File: config.mk
export PLATFORM = sky130hd
export DESIGN_NAME = nibble_header_frame_receiver_flat
export DESIGN_NICKNAME = d
export VERILOG_FILES = /design/src/sv/nhfr_pkg.sv /design/src/sv/nhfr_if.sv /design/src/sv/nibble_header_frame_receiver.sv /design/src/sv/nhfr_front.sv /design/src/sv/nhfr_queue.sv /design/src/sv/nhfr_back.sv /design/src/flat_wrapper.sv
export SDC_FILE = /design/constraint.sdc
export NUM_CORES = 1
export LEC_CHECK = 0
export BUFFER_PORTS_ARGS = -buffer_cell sky130_fd_sc_hd__buf_2
export CAP_MARGIN = 20
export CORE_MARGIN = 10
export CORE_UTILIZATION = 25
export DETAILED_ROUTE_END_ITERATION = 12
export SETUP_SLACK_MARGIN = 0.02
export SYNTH_ARGS = -nofsm -noshare
export SYNTH_HDL_FRONTEND = slang
export SYNTH_SLANG_ARGS = --single-unit
File: constraint.sdc
create_clock -name i_clk -period 4.53 [get_ports i_clk]
set_input_delay 0.453 -clock i_clk [delete_from_list [all_inputs] [get_ports i_clk]]
set_output_delay 0.453 -clock i_clk [all_outputs]
set_load 0.05 [all_outputs]
File: src/sv/nhfr_pkg.sv
// shared types and constants for the nibble header frame receiver
// no dependencies
package nhfr_pkg;

    localparam logic [7:0] START_BYTE   = 8'd137;
    localparam logic [7:0] TRAILER_BYTE = 8'd138;
    localparam int         PAYLOAD_DEPTH = 15;
    localparam int         QUEUE_DEPTH   = 4;

    localparam logic CMD_WRITE = 1'b0;
    localparam logic CMD_EMIT  = 1'b1;

    typedef struct packed {
        logic       kind;
        logic [3:0] idx;
        logic [7:0] data;
        logic [3:0] msg_type;
        logic [3:0] msg_length;
    } t_cmd;

endpackage

File: src/sv/nhfr_if.sv
// valid/ready channel interfaces for received bytes and message items
// no dependencies
interface nhfr_rx_if;
    logic       valid;
    logic       ready;
    logic [7:0] rx_byte;

    modport source (output valid, output rx_byte, input ready);
    modport sink   (input valid, input rx_byte, output ready);
endinterface

interface nhfr_msg_if;
    logic       valid;
    logic       ready;
    logic [3:0] msg_type;
    logic [3:0] msg_length;
    logic [3:0] payload_index;
    logic [7:0] payload_byte;
    logic       last;

    modport source (output valid, output msg_type, output msg_length,
                    output payload_index, output payload_byte, output last,
                    input ready);
    modport sink   (input valid, input msg_type, input msg_length,
                    input payload_index, input payload_byte, input last,
                    output ready);
endinterface

File: src/sv/nibble_header_frame_receiver.sv
// nibble header frame receiver: rebuilds framed messages from a byte stream
// byte input on i_rx, message items on o_msg (valid/ready handshake)
// needs nhfr_pkg, nhfr_if, nhfr_front, nhfr_queue, nhfr_back
//
// usage:
//   i_rx carries one received byte per item. a frame is the start byte 137,
//   a header byte (upper nibble payload length, lower nibble type), the
//   payload bytes and the trailer 138. any other trailer drops the frame.
//   o_msg gives one item per payload byte (one type-only item for an empty
//   payload), with last set on the final item of the message.
//   the parser pushes store or emit commands into a small command queue and
//   i_rx.ready falls only while the queue is full.
//   the first item of a message is valid once its trailer's emit command has
//   passed the command queue, started the idle emitter and loaded the output
//   register, then one item follows per cycle while o_msg.ready stays high,
//   set by the single read port of the payload store.
//   a stalled o_msg holds its item; the emitter then stops, the queue fills
//   and the byte input stalls once QUEUE_DEPTH commands wait in it.
//   reset (synchronous, active low) returns the parser to waiting for a
//   start byte and empties the queue and output; the payload store is not
//   cleared, as only entries written in the current frame are ever read.
module nibble_header_frame_receiver #(
    parameter int QUEUE_DEPTH = nhfr_pkg::QUEUE_DEPTH
) (
    input  logic        i_clk,
    input  logic        i_rst_n,
    nhfr_rx_if.sink     i_rx,
    nhfr_msg_if.source  o_msg
);

    logic           w_push;
    logic           w_full;
    logic           w_pop;
    logic           w_empty;
    nhfr_pkg::t_cmd w_push_cmd;
    nhfr_pkg::t_cmd w_head_cmd;

    nhfr_front u_front (
        .i_clk   (i_clk),
        .i_rst_n (i_rst_n),
        .i_rx    (i_rx),
        .i_full  (w_full),
        .o_push  (w_push),
        .o_cmd   (w_push_cmd)
    );

    nhfr_queue #(
        .DEPTH (QUEUE_DEPTH)
    ) u_queue (
        .i_clk   (i_clk),
        .i_rst_n (i_rst_n),
        .i_push  (w_push),
        .i_cmd   (w_push_cmd),
        .o_full  (w_full),
        .i_pop   (w_pop),
        .o_cmd   (w_head_cmd),
        .o_empty (w_empty)
    );

    nhfr_back u_back (
        .i_clk   (i_clk),
        .i_rst_n (i_rst_n),
        .i_empty (w_empty),
        .i_cmd   (w_head_cmd),
        .o_pop   (w_pop),
        .o_msg   (o_msg)
    );

endmodule

File: src/sv/nhfr_front.sv
// frame parser: accepts bytes and turns them into store and emit commands
// depends on nhfr_pkg and nhfr_rx_if
module nhfr_front (
    input  logic            i_clk,
    input  logic            i_rst_n,
    nhfr_rx_if.sink         i_rx,
    input  logic            i_full,
    output logic            o_push,
    output nhfr_pkg::t_cmd  o_cmd
);

    logic [4:0] r_pos;
    logic [4:0] n_pos;
    logic [3:0] r_len;
    logic [3:0] n_len;
    logic [3:0] r_type;
    logic [3:0] n_type;
    logic       w_acc;
    logic [4:0] w_off;

    assign i_rx.ready = !i_full;
    assign w_acc      = i_rx.valid && !i_full;
    assign w_off      = r_pos - 5'd2;

    always_comb begin
        n_pos            = r_pos;
        n_len            = r_len;
        n_type           = r_type;
        o_push           = 1'b0;
        o_cmd.kind       = nhfr_pkg::CMD_WRITE;
        o_cmd.idx        = w_off[3:0];
        o_cmd.data       = i_rx.rx_byte;
        o_cmd.msg_type   = r_type;
        o_cmd.msg_length = r_len;
        if (w_acc) begin
            if (r_pos == 5'd0) begin
                if (i_rx.rx_byte == nhfr_pkg::START_BYTE) begin
                    n_pos = 5'd1;
                end
            end else if (r_pos == 5'd1) begin
                n_len  = i_rx.rx_byte[7:4];
                n_type = i_rx.rx_byte[3:0];
                n_pos  = 5'd2;
            end else if (r_pos >= {1'b0, r_len} + 5'd2) begin
                // trailer position
                n_pos = 5'd0;
                if (i_rx.rx_byte == nhfr_pkg::TRAILER_BYTE) begin
                    o_push     = 1'b1;
                    o_cmd.kind = nhfr_pkg::CMD_EMIT;
                end
            end else begin
                o_push = 1'b1;
                n_pos  = r_pos + 5'd1;
            end
        end
    end

    always_ff @(posedge i_clk) begin
        if (!i_rst_n) begin
            r_pos  <= 5'd0;
            r_len  <= 4'd0;
            r_type <= 4'd0;
        end else begin
            r_pos  <= n_pos;
            r_len  <= n_len;
            r_type <= n_type;
        end
    end

endmodule

File: src/sv/nhfr_queue.sv
// short command queue between the parser and the message emitter
// depends on nhfr_pkg
module nhfr_queue #(
    parameter int DEPTH = nhfr_pkg::QUEUE_DEPTH
) (
    input  logic            i_clk,
    input  logic            i_rst_n,
    input  logic            i_push,
    input  nhfr_pkg::t_cmd  i_cmd,
    output logic            o_full,
    input  logic            i_pop,
    output nhfr_pkg::t_cmd  o_cmd,
    output logic            o_empty
);

    localparam int PTR_W = (DEPTH > 1) ? $clog2(DEPTH) : 1;
    localparam int CNT_W = $clog2(DEPTH + 1);

    nhfr_pkg::t_cmd   r_mem [0:DEPTH-1];
    logic [PTR_W-1:0] r_wr;
    logic [PTR_W-1:0] r_rd;
    logic [CNT_W-1:0] r_cnt;
    logic             w_push;
    logic             w_pop;

    assign o_full  = (r_cnt == CNT_W'(DEPTH));
    assign o_empty = (r_cnt == '0);
    assign w_push  = i_push && !o_full;
    assign w_pop   = i_pop && !o_empty;
    assign o_cmd   = r_mem[r_rd];

    always_ff @(posedge i_clk) begin
        if (w_push) begin
            r_mem[r_wr] <= i_cmd;
        end
    end

    always_ff @(posedge i_clk) begin
        if (!i_rst_n) begin
            r_wr  <= '0;
            r_rd  <= '0;
            r_cnt <= '0;
        end else begin
            if (w_push) begin
                r_wr <= (r_wr == PTR_W'(DEPTH - 1)) ? '0 : r_wr + PTR_W'(1);
            end
            if (w_pop) begin
                r_rd <= (r_rd == PTR_W'(DEPTH - 1)) ? '0 : r_rd + PTR_W'(1);
            end
            if (w_push && !w_pop) begin
                r_cnt <= r_cnt + CNT_W'(1);
            end else if (w_pop && !w_push) begin
                r_cnt <= r_cnt - CNT_W'(1);
            end
        end
    end

endmodule

File: src/sv/nhfr_back.sv
// message emitter: holds the payload store and plays out accepted messages
// depends on nhfr_pkg and nhfr_msg_if
module nhfr_back (
    input  logic            i_clk,
    input  logic            i_rst_n,
    input  logic            i_empty,
    input  nhfr_pkg::t_cmd  i_cmd,
    output logic            o_pop,
    nhfr_msg_if.source      o_msg
);

    logic [7:0] r_mem [0:nhfr_pkg::PAYLOAD_DEPTH-1];
    logic [7:0] r_rd;
    logic       r_active;
    logic       n_active;
    logic [3:0] r_idx;
    logic [3:0] n_idx;
    logic [3:0] r_type;
    logic [3:0] r_len;
    logic       r_valid;
    logic       w_load;
    logic       w_last;
    logic       w_start;

    assign o_pop   = !r_active && !i_empty;
    assign w_start = o_pop && (i_cmd.kind == nhfr_pkg::CMD_EMIT);
    assign w_load  = r_active && (!r_valid || o_msg.ready);
    assign w_last  = (r_len == 4'd0) || (r_idx + 4'd1 == r_len);

    always_comb begin
        n_active = r_active;
        n_idx    = r_idx;
        if (w_start) begin
            n_active = 1'b1;
            n_idx    = 4'd0;
        end else if (w_load) begin
            if (w_last) begin
                n_active = 1'b0;
            end else begin
                n_idx = r_idx + 4'd1;
            end
        end
    end

    // store writes and registered read that follows the run index
    always_ff @(posedge i_clk) begin
        if (o_pop && (i_cmd.kind == nhfr_pkg::CMD_WRITE)) begin
            r_mem[i_cmd.idx] <= i_cmd.data;
        end
        r_rd <= r_mem[n_idx];
    end

    always_ff @(posedge i_clk) begin
        if (w_start) begin
            r_type <= i_cmd.msg_type;
            r_len  <= i_cmd.msg_length;
        end
        if (w_load) begin
            o_msg.msg_type      <= r_type;
            o_msg.msg_length    <= r_len;
            o_msg.payload_index <= r_idx;
            o_msg.payload_byte  <= (r_len == 4'd0) ? 8'd0 : r_rd;
            o_msg.last          <= w_last;
        end
    end

    always_ff @(posedge i_clk) begin
        if (!i_rst_n) begin
            r_active <= 1'b0;
            r_idx    <= 4'd0;
            r_valid  <= 1'b0;
        end else begin
            r_active <= n_active;
            r_idx    <= n_idx;
            if (w_load) begin
                r_valid <= 1'b1;
            end else if (o_msg.ready) begin
                r_valid <= 1'b0;
            end
        end
    end

    assign o_msg.valid = r_valid;

endmodule

File: src/flat_wrapper.sv
// flat-port wrapper written by rule: the top's interface ports become plain ports
module nibble_header_frame_receiver_flat 
#(
    parameter int QUEUE_DEPTH = nhfr_pkg::QUEUE_DEPTH
)
  (i_clk, i_rst_n, i_rx_valid, i_rx_rx_byte, i_rx_ready, o_msg_valid, o_msg_msg_type, o_msg_msg_length, o_msg_payload_index, o_msg_payload_byte, o_msg_last, o_msg_ready);
  nhfr_rx_if i_rx_i ();
  nhfr_msg_if o_msg_i ();
  input  logic i_clk;
  input  logic i_rst_n;
  input wire logic [$bits(i_rx_i.valid)-1:0] i_rx_valid;
  input wire logic [$bits(i_rx_i.rx_byte)-1:0] i_rx_rx_byte;
  output wire logic [$bits(i_rx_i.ready)-1:0] i_rx_ready;
  output wire logic [$bits(o_msg_i.valid)-1:0] o_msg_valid;
  output wire logic [$bits(o_msg_i.msg_type)-1:0] o_msg_msg_type;
  output wire logic [$bits(o_msg_i.msg_length)-1:0] o_msg_msg_length;
  output wire logic [$bits(o_msg_i.payload_index)-1:0] o_msg_payload_index;
  output wire logic [$bits(o_msg_i.payload_byte)-1:0] o_msg_payload_byte;
  output wire logic [$bits(o_msg_i.last)-1:0] o_msg_last;
  input wire logic [$bits(o_msg_i.ready)-1:0] o_msg_ready;
  assign i_rx_i.valid = i_rx_valid;
  assign i_rx_i.rx_byte = i_rx_rx_byte;
  assign i_rx_ready = i_rx_i.ready;
  assign o_msg_valid = o_msg_i.valid;
  assign o_msg_msg_type = o_msg_i.msg_type;
  assign o_msg_msg_length = o_msg_i.msg_length;
  assign o_msg_payload_index = o_msg_i.payload_index;
  assign o_msg_payload_byte = o_msg_i.payload_byte;
  assign o_msg_last = o_msg_i.last;
  assign o_msg_i.ready = o_msg_ready;
  nibble_header_frame_receiver #(.QUEUE_DEPTH(QUEUE_DEPTH)) u_core (.i_clk(i_clk), .i_rst_n(i_rst_n), .i_rx(i_rx_i), .o_msg(o_msg_i));
endmodule
-- Yosys cells after proc, flatten, opt, wreduce, memory -nomap -nowiden
Memories as Yosys holds them, arrays and structs flattened. A register that Yosys moved wholly into a read port is not among the register bits.
Index checks and enable logic that the tools add are counted.
- register bits after elaboration: 55
- memory bits (writable): 204
- bits of input ports: 12
- output and inout bits: 23
- word-level logic and storage cells: 95
- memories kept: 2
- add/subtract/negate cells: 8
- order comparisons: 1
- eq/ne operators: 8
- multiplexer cells: 31
- bitwise operators: 2
- reductions and logical operators: 27
- memory list (memory ; depth ; bits a word ; rd ports ; clocked after Yosys merged registers in ; wr ports ; RTL line ; source):
    u_core.u_back.r_mem ; 15 ; 8 ; 1 ; 1 ; 1 ; nhfr_back.sv:12 ; logic [7:0] r_mem [0:nhfr_pkg::PAYLOAD_DEPTH-1];
    u_core.u_queue.r_mem ; 4 ; 21 ; 1 ; 1 ; 1 ; nhfr_queue.sv:19 ; nhfr_pkg::t_cmd r_mem [0:DEPTH-1];
- operator list (kind ; count):
    2-to-1 mux 5 bit ; 4
    2-to-1 mux 1 bit ; 18
    == test 8 bit, second input constant ; 2
    2-to-1 mux 4 bit ; 3
    logical AND 1 bit ; 9
    2-to-1 mux 2 bit ; 4
    nonzero test 2 bit ; 4
    zero test 1 bit ; 6
    2-to-1 mux 3 bit ; 2
    adder 4 x 2 -> 5 bit, second input constant ; 1
    adder 5 x 1 -> 5 bit, second input constant ; 1
    == test 5 x 1 -> 1 bit, second input constant ; 1
    greater-or-equal comparator 5 bit ; 1
    zero test 5 bit ; 1
    adder 2 x 1 -> 2 bit, second input constant ; 2
    adder 4 x 1 -> 4 bit, second input constant ; 1
    == test 2 bit, second input constant ; 2
    == test 4 bit ; 1
    zero test 4 bit ; 1
    AND reduction 2 bit ; 2
    subtractor 4 x 2 -> 4 bit, second input constant ; 1
    adder 3 x 1 -> 3 bit, second input constant ; 1
    == test 3 bit, second input constant ; 1
    zero test 3 bit ; 1
    other kinds (5) ; 7

-- Depth between registers and ports, before layout
- word-level depth: 11
- mapped depth: 15
- gate-level depth less buffers: 15

-- By module
A second synthesis with hierarchy kept.
- cell total of the unflattened synthesis: 636
- area total of the unflattened synthesis: 10721.5 um^2
- by module, submodules not included (module ; instances ; cells each ; area an instance (um^2) ; sequential area each (um^2)):
    nhfr_back ; 1 ; 375 ; 6274.8 ; 4754.6
    nhfr_queue ; 1 ; 160 ; 3532.1 ; 2702.6
    nhfr_front ; 1 ; 101 ; 914.6 ; 260.2

-- Worst setup path before layout
Ideal clock, no wire load.
- path type: register to register
- from: register u_core.u_front.r_pos[0]
- to: memory u_core.u_queue.r_mem[0][0] in the netlist's numbering, enable pin
- setup time: 0.401 ns
- arrival: 2.794 ns
- required time: 4.129 ns
- setup slack: 1.335 ns
- cell stages (with the launch flop): 10
- buffers on the path: 0
- clock period less this slack: 3.195 ns
- cell sequence: dfxtp_1 inv_1 ha_1 nand2b_1 a21o_1 a21o_1 a21oi_1 o21a_1 o21ai_1 nor2b_1
- longest elaborated chain between the ends: 8
- elaborated cells between the ends (all ways): 10
- classes of those cells: order compare (1); eq/ne (1); mux (6); reduce/logical (2)
- ends and longest elaborated chain (element ; RTL line ; source):
    start, declared ; nhfr_front.sv:12 ; logic [4:0] r_pos;
    start signal, assigned ; nhfr_front.sv:64 ; r_pos <= n_pos;
    greater-or-equal comparator 5 bit ; nhfr_front.sv:44 ; end else if (r_pos >= {1'b0, r_len} + 5'd2) begin
    2-to-1 mux 1 bit ; nhfr_front.sv:44 ;
    2-to-1 mux 1 bit ; nhfr_front.sv:40 ; end else if (r_pos == 5'd1) begin
    2-to-1 mux 1 bit (*) ; nhfr_front.sv:36 ; if (r_pos == 5'd0) begin
    2-to-1 mux 1 bit (*) ; nhfr_front.sv:35 ; if (w_acc) begin
    logical AND 1 bit (*) ; nhfr_queue.sv:28 ; assign w_push = i_push && !o_full;
    2-to-1 mux 1 bit (*) ; nhfr_queue.sv:33 ; if (w_push) begin
    2-to-1 mux 1 bit (implied by the code) (*) ; nhfr_queue.sv:34 ; r_mem[r_wr] <= i_cmd;
    end, declared ; nhfr_queue.sv:19 ;
Mark *: on every way between the ends. The rest lies on a longest branch, timed or not.

-- Final worst setup path
- from: register u_core.u_front.r_pos[0]
- to: register u_core.u_queue.r_cnt[2]
- longest elaborated chain between the ends: 9
- elaborated cells between the ends (all ways): 13
- classes of those cells: order compare (1); eq/ne (1); mux (5); reduce/logical (6)
- ends and longest elaborated chain (element ; RTL line ; source):
    greater-or-equal comparator 5 bit ; nhfr_front.sv:44 ;
    2-to-1 mux 1 bit ; nhfr_front.sv:44 ;
    2-to-1 mux 1 bit ; nhfr_front.sv:40 ;
    2-to-1 mux 1 bit (*) ; nhfr_front.sv:36 ;
    2-to-1 mux 1 bit (*) ; nhfr_front.sv:35 ;
    logical AND 1 bit (*) ; nhfr_queue.sv:28 ;
    named net u_core.u_queue.w_push ; nhfr_queue.sv:23 ; logic w_push;
    zero test 1 bit ; nhfr_queue.sv:52 ; end else if (w_pop && !w_push) begin
    logical AND 1 bit ; nhfr_queue.sv:52 ;
    nonzero test 2 bit (no source line) ; -- ;
    end signal, assigned ; nhfr_queue.sv:51 ; r_cnt <= r_cnt + CNT_W'(1);
    end signal, assigned ; nhfr_queue.sv:53 ; r_cnt <= r_cnt - CNT_W'(1);
    end, declared ; nhfr_queue.sv:22 ; logic [CNT_W-1:0] r_cnt;
The timed path passes the listed nets; every way through them passes the cells marked *.
A chain may end at the register's enable or synchronous reset.

==> run_results.csv <==
group,metric,value,unit
run_status,status,"completed",
timing,rsz0062_at_grt,"no",
logic_synthesis,synth_cell_types,63,
cts,post_cts_resized,0,
power,leakagePower,3.99,nW
route,drtIter0Drc,397,
cts,clk_pin_slew,0.06,ns
timing,finalCritPeriodShare,0.796,
critical_path,cp_max_fo,9,
timing,setup_viol,0,
critical_path,start_kind,"flip-flop",
timing,hold_viol_final,0,
logic_synthesis,seq_area_frac_synth,0.719,
logic_synthesis,syn_inst,662,
cts,cts_buffers,27,
logic_synthesis,post_synth_and_or_nand_nor_area_fraction,0.0716,
cts,cts.hold.buffers_added,0,
route,via_per_inst,4.51,
logic_synthesis,synthXorXnorAreaFrac,0.0151,
cts,clock_latency,0.53,ns
route,wl_per_cell,17.7,um
cts,cts-root-buf,"clkbuf_16",
logic_synthesis,synthArstFlopShare,0,
global_routing,grt_pass1_vias,5776,
job,maxCapViolCount,0,
route,routed_wl,22500,um
critical_path,critPathKind,"flip-flop to flip-flop",
cts,cts.path.max_buffers,3,
route,drc,0,
hold_path,hold_class,"input pin to flip-flop",
global_routing,grt_max_degree,40,
logic_synthesis,synth_area_per_cell,16.2,sq um
logic_synthesis,syn-num-nets,693,
layout,fillers,4211,
timing,max_clock_freq,277,MHz
route,ant_nets,0,
logic_synthesis,syn_area,10700,sq um
layout,nNetsFinal,741,
floorplan,die_h,227,um
floorplan,die_x,227,um
logic_synthesis,ys.flop_type,"edfxtp_1",
timing,fin_crit,3.60,ns
cts,cts_tree,"done",
logic_synthesis,synth_compound_area_frac,0.0883,
timing,worst_pin_slew,1.03,ns
logic_synthesis,synthMuxAreaShare,0.0629,
timing,hold-worst-slack,0.214,ns
power,worst_ir_drop_vdd,0.269,mV
place,hpwl,14600,um
logic_synthesis,synth_top_family_by_area,"compound AO/OA/AOI/OAI gates",
global_routing,grt_use_total,0.0868,
floorplan,dieArea,51600,sq um
layout,areaGrowthSynthToFinish,15.7,%
place,place_congestion,0.785,
route,first_pass_iters,6,
global_routing,overflow,0,
timing,setup_tns,0,ns
timing,finClkSkew,0.0137,ns
layout,utilization,0.294,
route,vias,5727,
timing,drv_slew,0,
floorplan,rows,75,
global_routing,antenna_found_initial,0,
global_routing,grt_pass1_wl,34900,um
floorplan,core_region_area,42200,sq um
cts,postCtsSetupRepairBufs,0,
critical_path,cp.arrival,4.05,ns
cts,cts.sink_count,269,
critical_path,r2r_cells,15,
layout,drive_gt1_frac,0.185,
logic_synthesis,ys_warn_count,0,
place,port_buffers,34,
timing,relSlewSlack,0.309,
critical_path,cp_data_required_time,4.97,ns
layout,multi_input_area,2830,sq um
logic_synthesis,synth-edff-count,233,
power,power_density,605,nW/um^2
critical_path,endpoint_kind,"flip-flop",
floorplan,start_util,0.254,
floorplan,ios,35,
logic_synthesis,synth_fa_ha_area_frac,0.0228,
cts,h-tree-depth,1,
logic_synthesis,ys_ff_latch,269,
layout,register_area,7720,sq um
hold_path,hold-path-cell-count,1,
==> area by class of cell <==
| class | count | area share |
|---|---|---|
| tap | 539 | 0.0543 |
| clock buffer | 40 | 0.0623 |
| multi-input combinational | 349 | 0.228 |
| antenna | 1 | 0.000201 |
| clock inverter | 9 | 0.00755 |
| inverter | 16 | 0.00483 |
| sequential | 269 | 0.621 |
| timing repair buffer | 47 | 0.0216 |
==> worst max-delay path: stages (launching register included) <==
cell and delay, ns:
dfxtp_1 0.48, inv_1 0.14, ha_1 0.28, nand2b_1 0.13, a21o_1 0.17, a21o_1 0.16, a21oi_1 0.19, o21a_1 0.24
o21ai_1 0.27, inv_1 0.13, ha_1 0.20, inv_1 0.08, fa_1 0.43, xor2_1 0.17, or3_1 0.30, a21oi_1 0.14
==> synthesized netlist by cell type, types with 2 or more instances <==
| cell type | number | area share |
|---|---|---|
| edfxtp_1 | 233 | 0.65 |
| a221o_1 | 9 | 0.0084 |
| mux4_2 | 21 | 0.044 |
| a221oi_2 | 5 | 0.0070 |
| or2b_1 | 3 | 0.0021 |
| nor2_1 | 28 | 0.0098 |
| buf_1 | 2 | 0.00070 |
| nand3_1 | 19 | 0.0089 |
| buf_2 | 7 | 0.0033 |
| inv_1 | 16 | 0.0056 |
| a211oi_1 | 8 | 0.0056 |
| xor2_1 | 6 | 0.0049 |
| o211ai_1 | 2 | 0.0014 |
| nor2_4 | 2 | 0.0021 |
| clkbuf_1 | 11 | 0.0038 |
| o21ai_0 | 20 | 0.0093 |
| a31oi_1 | 28 | 0.016 |
| nor2b_1 | 6 | 0.0035 |
| buf_4 | 4 | 0.0028 |
| a22oi_1 | 16 | 0.011 |
| and3_1 | 8 | 0.0047 |
| nand2_1 | 32 | 0.011 |
| a21o_1 | 2 | 0.0014 |
| mux2i_1 | 18 | 0.017 |
| a21oi_1 | 20 | 0.0093 |
| and2_1 | 13 | 0.0076 |
| buf_6 | 4 | 0.0042 |
| a31o_1 | 7 | 0.0057 |
| dfxtp_1 | 36 | 0.067 |
| or3_1 | 5 | 0.0029 |
| xnor2_1 | 5 | 0.0041 |
| nor3b_1 | 2 | 0.0014 |
| and3_4 | 2 | 0.0021 |
| nor3_1 | 5 | 0.0023 |
| nand2b_1 | 10 | 0.0058 |
| a221oi_1 | 3 | 0.0024 |
| ha_1 | 18 | 0.021 |
==> worst paths after layout <==
path,startpoint,endpoint,slack (ns)
max,u_core.u_front.r_pos[0],u_core.u_queue.r_cnt[2],0.93
min,i_rx_rx_byte[5],u_core.u_queue.r_mem[2][13],0.21
max reg2reg,u_core.u_front.r_pos[0],u_core.u_queue.r_cnt[2],0.93
min reg2reg,u_core.u_back.r_type[3],u_core.u_back.o_msg.msg_type[3],0.42
==> per-layer routing <==
metal  GRT usage  vias up  share of wire
met1       0.121     2843           0.47
met4      0.0277        0          0.026
met3      0.0140       41          0.045
met5           0        -              0
li1            -     2698              -
met2       0.136      145           0.46
==> through the flow <==
step                total power, mW  std cells  worst slack (ns)  area (sq um)
global placement               5.39       1220              1.03         11600
CTS                            7.58       1269             0.961         12400
detailed placement             5.40       1220             0.975         11600
global route                   7.86       1269             0.679         12400
floorplan                      4.80        662              1.34         10700
finish                         7.51       1270             0.925         12400
==> power breakdown <==
part / leakage [nW] / switching [mW] / total [mW] / internal (mW)
Clock: 0.431 / 0.895 / 2.19 / 1.29
Sequential: 2.35 / 0.0989 / 3.19 / 3.09
Combinational: 1.21 / 1.43 / 2.14 / 0.713
==> state kept, by name (all words and copies together) (netlist names), 5 cells and up, named ones only <==
name	flops
u_core.u_front.r_pos	5
u_core.u_back.r_mem	120
u_core.u_queue.r_mem	84
u_core.u_back.r_rd	8
u_core.u_back.o_msg.payload_byte	8
==> cell families (layout without fill, tap and decap cells) <==
family | count (synthesis) | in the layout
AOI/OAI and AO/OA | 131 | 131
xor gates and xnor gates | 14 | 14
adders and majority gates | 19 | 19
buffers and inverters | 44 | 112
DFF | 269 | 269
muxes | 40 | 40
other | 0 | 1
and+or+nand+nor | 145 | 145
==> placed cells by master, fill, tap and decap left out, types with 5 or more instances in the layout <==
cell,netlist,routed
a211oi_1,8,8
a21oi_1,20,20
a221o_1,9,9
a221oi_2,5,5
a22oi_1,16,16
a31o_1,7,7
a31oi_1,28,27
and2_1,13,13
and3_1,8,8
buf_2,7,34
buf_4,4,13
clkbuf_1,11,8
clkbuf_16,0,27
clkbuf_8,0,5
clkinv_2,0,6
dfxtp_1,36,36
edfxtp_1,233,233
ha_1,18,18
inv_1,16,16
mux2i_1,18,18
mux4_2,21,21
nand2_1,32,32
nand2b_1,10,10
nand3_1,19,19
nor2_1,28,28
nor3_1,5,5
o21ai_0,20,20
or3_1,5,5
xor2_1,6,6
(Power assumes the default switching activity.)
